### src/rtl/core/lrp_pkg.sv
// Shared types, codes and constants of the LR parse engine.
`timescale 1ns / 1ps

package lrp_pkg;

    // Default table and stack sizes
    localparam int NUM_STATES_DEF       = 512;
    localparam int NUM_TERMINALS_DEF    = 512;
    localparam int NUM_NONTERMINALS_DEF = 256;
    localparam int NUM_PRODUCTIONS_DEF  = 512;
    localparam int STACK_DEPTH_DEF      = 512;
    localparam int MAX_RHS_DEF          = 127;

    // Action entry packing: kind in the low bits, target above
    localparam int ENT_TGT_LSB   = 2;
    localparam int ENT_KIND_MASK = 3;
    localparam int MAX_REDUCES   = 63;

    localparam int MODE_W    = 2;
    localparam int STATE_W   = 9;
    localparam int TERM_W    = 9;
    localparam int NT_W      = 8;
    localparam int PROD_W    = 9;
    localparam int KIND_W    = 2;
    localparam int LEN_W     = 7;
    localparam int EV_W      = 3;
    localparam int LEVEL_W   = 10;
    localparam int CNT_W     = 6;
    localparam int ACT_ENT_W = STATE_W + ENT_TGT_LSB;
    localparam int STK_AW    = 12;

    localparam logic [MODE_W-1:0] MODE_ACTION = 2'd0;
    localparam logic [MODE_W-1:0] MODE_GOTO   = 2'd1;
    localparam logic [MODE_W-1:0] MODE_PROD   = 2'd2;
    localparam logic [MODE_W-1:0] MODE_TOKEN  = 2'd3;

    localparam logic [KIND_W-1:0] KIND_ERROR  = 2'd0;
    localparam logic [KIND_W-1:0] KIND_SHIFT  = 2'd1;
    localparam logic [KIND_W-1:0] KIND_REDUCE = 2'd2;
    localparam logic [KIND_W-1:0] KIND_ACCEPT = 2'd3;

    localparam logic [EV_W-1:0] EV_ACK    = 3'd0;
    localparam logic [EV_W-1:0] EV_REDUCE = 3'd1;
    localparam logic [EV_W-1:0] EV_SHIFT  = 3'd2;
    localparam logic [EV_W-1:0] EV_ACCEPT = 3'd3;
    localparam logic [EV_W-1:0] EV_ERROR  = 3'd4;
    localparam logic [EV_W-1:0] EV_FAULT  = 3'd5;

    typedef struct packed {
        logic [MODE_W-1:0]  mode;
        logic [STATE_W-1:0] state_row;
        logic [TERM_W-1:0]  terminal;
        logic [NT_W-1:0]    nonterminal;
        logic [PROD_W-1:0]  production_id;
        logic [KIND_W-1:0]  action_kind;
        logic [STATE_W-1:0] entry_target;
        logic [LEN_W-1:0]   rhs_length;
    } t_in_item;

    typedef struct packed {
        logic [EV_W-1:0]    event_res;
        logic [PROD_W-1:0]  production_used;
        logic [NT_W-1:0]    lhs_symbol;
        logic [STATE_W-1:0] new_state;
        logic [LEVEL_W-1:0] stack_level;
        logic               last;
    } t_out_item;

    typedef struct packed {
        logic               act_we;
        logic               act_re;
        logic               goto_we;
        logic               goto_re;
        logic               prod_we;
        logic               prod_re;
        logic [STATE_W-1:0] row;
        logic [TERM_W-1:0]  term;
        logic [NT_W-1:0]    nt;
        logic [PROD_W-1:0]  pid;
        logic [KIND_W-1:0]  kind;
        logic [STATE_W-1:0] target;
        logic [LEN_W-1:0]   len;
    } t_tbl_req;

    typedef struct packed {
        logic [KIND_W-1:0]  act_kind;
        logic [STATE_W-1:0] act_target;
        logic [STATE_W-1:0] goto_state;
        logic [NT_W-1:0]    prod_lhs;
        logic [LEN_W-1:0]   prod_len;
    } t_tbl_rsp;

    typedef struct packed {
        logic               we;
        logic               re;
        logic [STK_AW-1:0]  waddr;
        logic [STK_AW-1:0]  raddr;
        logic [STATE_W-1:0] wdata;
    } t_stk_req;

endpackage

### src/rtl/core/lrp_stack.sv
// State stack memory for the entries below the top of stack.
`timescale 1ns / 1ps

module lrp_stack #(
    parameter int STACK_DEPTH = lrp_pkg::STACK_DEPTH_DEF
) (
    input  logic                        i_clk,
    input  lrp_pkg::t_stk_req           i_req,
    output logic [lrp_pkg::STATE_W-1:0] o_rdata
);

    localparam int SAW = $clog2(STACK_DEPTH);

    logic [lrp_pkg::STATE_W-1:0] stk_mem [STACK_DEPTH];
    logic [lrp_pkg::STATE_W-1:0] r_rdata;

    always_ff @(posedge i_clk) begin
        if (i_req.we) begin
            stk_mem[i_req.waddr[SAW-1:0]] <= i_req.wdata;
        end
        if (i_req.re) begin
            r_rdata <= stk_mem[i_req.raddr[SAW-1:0]];
        end
    end

    assign o_rdata = r_rdata;

endmodule

### config.mk
export PLATFORM = sky130hd
export DESIGN_NAME = lrp_stack
export DESIGN_NICKNAME = d
export VERILOG_FILES = /design/src/rtl/core/lrp_pkg.sv /design/src/rtl/core/lrp_stack.sv
export SDC_FILE = /design/constraint.sdc
export NUM_CORES = 2
export LEC_CHECK = 0
export BUFFER_PORTS_ARGS = -buffer_cell sky130_fd_sc_hd__buf_4
export CAP_MARGIN = 20
export CORE_UTILIZATION = 30
export DETAILED_ROUTE_END_ITERATION = 12
export PLACE_DENSITY = 0.54
export SLEW_MARGIN = 25
export SYNTH_ARGS = -nofsm -noshare
export SYNTH_HDL_FRONTEND = slang
export SYNTH_MEMORY_MAX_BITS = 65536
export SYNTH_SLANG_ARGS = --single-unit
### constraint.sdc
create_clock -name i_clk -period 5.5 [get_ports i_clk]
set_clock_uncertainty 0.1 [all_clocks]
set_input_delay 0.55 -clock i_clk [delete_from_list [all_inputs] [get_ports i_clk]]
set_output_delay 0.55 -clock i_clk [all_outputs]
set_load 0.01 [all_outputs]
==> results.yml <==
timing:
  tns_ns: 0
  rsz0062_at_grt: "false"
  drv_slew: 0
  worst_pin_slew_ns: 1.19
  maxSlewHeadroom: 0.207
  hold_violations: 0
  hold_ws_ns: 0.438
  timing.fmax_mhz: 273
  period_share: 0.666
  finalSetupViolCount: 0
  fin_crit_ns: 3.66
power_and_ir_drop:
  switchingPower_uw: 15700
  p_clk_frac: 0.419
  p_comb_frac: 0.049
  netSwitchingFraction: 0.216
  peakVddDrop_mv: 0.262
  p_leak_uw: 0.0627
  p_seq_frac: 0.532
  powerDensity_nw_per_um2: 357
  p_int_uw: 57200
worst_hold_path:
  hold_start: "i_req[33]"
  whs_path_depth: 2
  hold-path-endpoint: "o_rdata[4]$_DFFE_PP_"
  min_path_type: "input port to flip-flop"
logic_synthesis:
  synth-seq-area-share: 0.772
  syn_nets: 8924
  syn_area_sq_um: 180000
  yosysWarnings: 0
  synth_area_leaders: "edfxtp_1 77%, mux4_2 9.4%, mux2i_1 4.9%, o221ai_1 2.1%, nor2_1 1.3%"
  ys_ff_latch: 4617
  yosys.area.top_type: "edfxtp_1"
  synth_top_area_frac: 0.772
  synth_cell_types: 50
  syn_inst: 8888
  avgSynthCellArea_sq_um: 20.2
clock_tree:
  postCtsSetupBuffers: 0
  clk_latency_ns: 1.04
  cts_tree: "yes"
  h-tree-depth: 5
  cts_resized: 0
  cts.sinks: 4617
  cts_buffers: 459
  cts_hold_buf: 10
  clkTransAtPathRegs_ns: 0.06
  cts_buffer_depth: 4
  cts_root_buffer: "clkbuf_16"
finish:
  nFillCells: 55200
  final_common_cell: "edfxtp_1"
  register_area_sq_um: 139000
  layout_common_cells: "4617 x edfxtp_1, 879 x mux2i_1, 747 x mux4_2, 590 x nor2_1, 462 x clkbuf_16"
  finalNonFillerCells: 17400
  syn2layout_area_growth_pct: 13.6
  multi_input_area_sq_um: 38000
  fin_area_sq_um: 204000
  drive_gt1_frac: 0.176
  layout.nets: 9062
placement:
  dp_cells: 16500
  post_dp_cell_area_sq_um: 189000
  globalplace.congestion: 0.825
  port_buffers: 38
  dp_hpwl_um: 293000
critical_path:
  ff2ff_path_depth: 7
  worstPathArrival_ns: 4.33
  r2r_slack_ns: 2.20
  cp.required_ns: 6.17
  path_buf_inv: 3
  cp-end-kind: "flip-flop"
  crit_type: "input port to flip-flop"
  worstPathMaxFanout: 83
  rr_endpoint: "o_rdata[2]$_DFFE_PP_"
  crit_slowest_cell: "nand4_1"
  start_kind: "input port"
  crit_chain: "clkbuf_8, nand2b_4, buf_12, buf_12, o221ai_1, o31ai_1, nor4_1, nand4_1, nand4_1, and4bb_1"
  crit_family: "simple AND/OR/NAND/NOR gates"
  critPathMaxStageDelay_ns: 0.58
  timing.rr.start: "stk_mem[473][2]$_DFFE_PP_"
global_route:
  grt_max_degree: 172
  grt_use_met3: 0.0281
  track_usage: 0.156
  grt.busiest_layer: "met2"
  grt.met2_usage: 0.257
  overflow: 0
  antenna_found_initial: 53
  grt_pass1_wl_um: 686000
  use_met1: 0.212
  first_global_vias: 91100
die:
  rows: 283
  core-area_sq_um: 595000
  die_area_sq_um: 602000
  io_pins: 45
  die_h_um: 776
  initial_core_util: 0.302
  fp.dieW_um: 776
flow_run:
  maxCapViolCount: 0
route:
  num_vias: 89500
  first_pass_iters: 6
  drc_errors: 0
  routed_via_density: 5.14
  routedWlPerCell_um: 27.9
  antenna_left: 0
  drtIter0Drc: 9758
  wl_um: 486000
status:
  status: "complete, no violations"
-- layout make-up --
cell class	count	area share
clock buffer	580	0.0588
timing repair buffer	239	0.0144
tap	7980	0.0489
sequential	4617	0.679
inverter	4	0.000116
antenna	14	0.000172
clock inverter	263	0.0121
multi-input combinational	3705	0.186
-- cells by family (layout without fill, tap and decap cells) --
| family | count (synthesis) | count (layout) | share of synthesized area |
|---|---|---|---|
| buffers and inverters | 566 | 1086 | 0.0185 |
| other | 0 | 14 | 0 |
| muxes | 1643 | 1643 | 0.144 |
| DFF | 4617 | 4617 | 0.772 |
| AOI/OAI and AO/OA | 1102 | 1102 | 0.0430 |
| and+or+nand+nor | 960 | 960 | 0.0233 |
-- sequential cells by signal (all words and copies together), names as in the netlist --
signal   flops
stk_mem   4608
o_rdata      9
-- per-layer routing --
metal / share of wire / vias up
met5: 0.00020 / -
met2: 0.48 / 3513
li1: - / 37500
met3: 0.074 / 731
met4: 0.030 / 16
met1: 0.41 / 47700
-- worst reg2reg max path: cells and delay by family, from the launching register on --
kind,cells,cell delay [ns]
flip-flops,1,0.33
multiplexers,1,0.07
AO/OA/AOI/OAI,3,1.31
AND/OR/NAND/NOR,3,1.38
-- power by group through the flow --
stage / Clock, uW / Sequential, uW / Combinational [uW]
after global placement: 0 / 39500 / 3540
after detailed placement: 0 / 39500 / 3600
after CTS: 31000 / 38800 / 3620
after global routing: 32300 / 38800 / 3760
after floorplan: 0 / 39500 / 1860
final: 30500 / 38800 / 3580
-- per-stage QoR --
stage	utilization	worst slack, ns	total power [uW]
after floorplan	-	2.67	41400
after global placement	0.318	0.811	43100
after detailed placement	0.318	0.805	43200
after CTS	0.343	1.90	73500
after global routing	0.343	1.77	74900
final	0.343	1.84	72900
-- synth_stat cells, drive strengths merged --
cell type / number
nand4: 66
and3b: 1
nor2: 601
a211oi: 15
and4bb: 8
nor3: 47
nand2b: 4
o22ai: 192
o31ai: 19
mux2: 17
or2: 2
clkbuf: 243
o21ai: 145
mux2i: 879
inv: 4
nand4b: 1
a22oi: 51
nand2: 125
or4: 1
buf: 319
o221ai: 431
nor3b: 5
nor2b: 7
a31oi: 13
a21oi: 217
mux4: 747
a2111oi: 1
nor4: 28
edfxtp: 4617
or3: 3
nand3: 25
nand3b: 2
o2111a: 1
and3: 9
and4: 8
a221o: 8
a32oi: 1
and2: 17
o22a: 8
-- worst max-delay path by stage --
stage,endpoint,slack [ns],cells past startpoint,start
2_1_floorplan,o_rdata[0]$_DFFE_PP_,2.67,9,i_req[9]
3_3_place_gp,o_rdata[5]$_DFFE_PP_,0.81,10,i_req[11]
3_5_place_dp,o_rdata[4]$_DFFE_PP_,0.81,10,i_req[11]
4_1_cts,o_rdata[4]$_DFFE_PP_,1.90,10,i_req[11]
5_1_grt,o_rdata[5]$_DFFE_PP_,1.77,10,i_req[11]
6_report,o_rdata[4]$_DFFE_PP_,1.84,10,i_req[11]
Note: power is estimated with default switching activity, not from simulation.
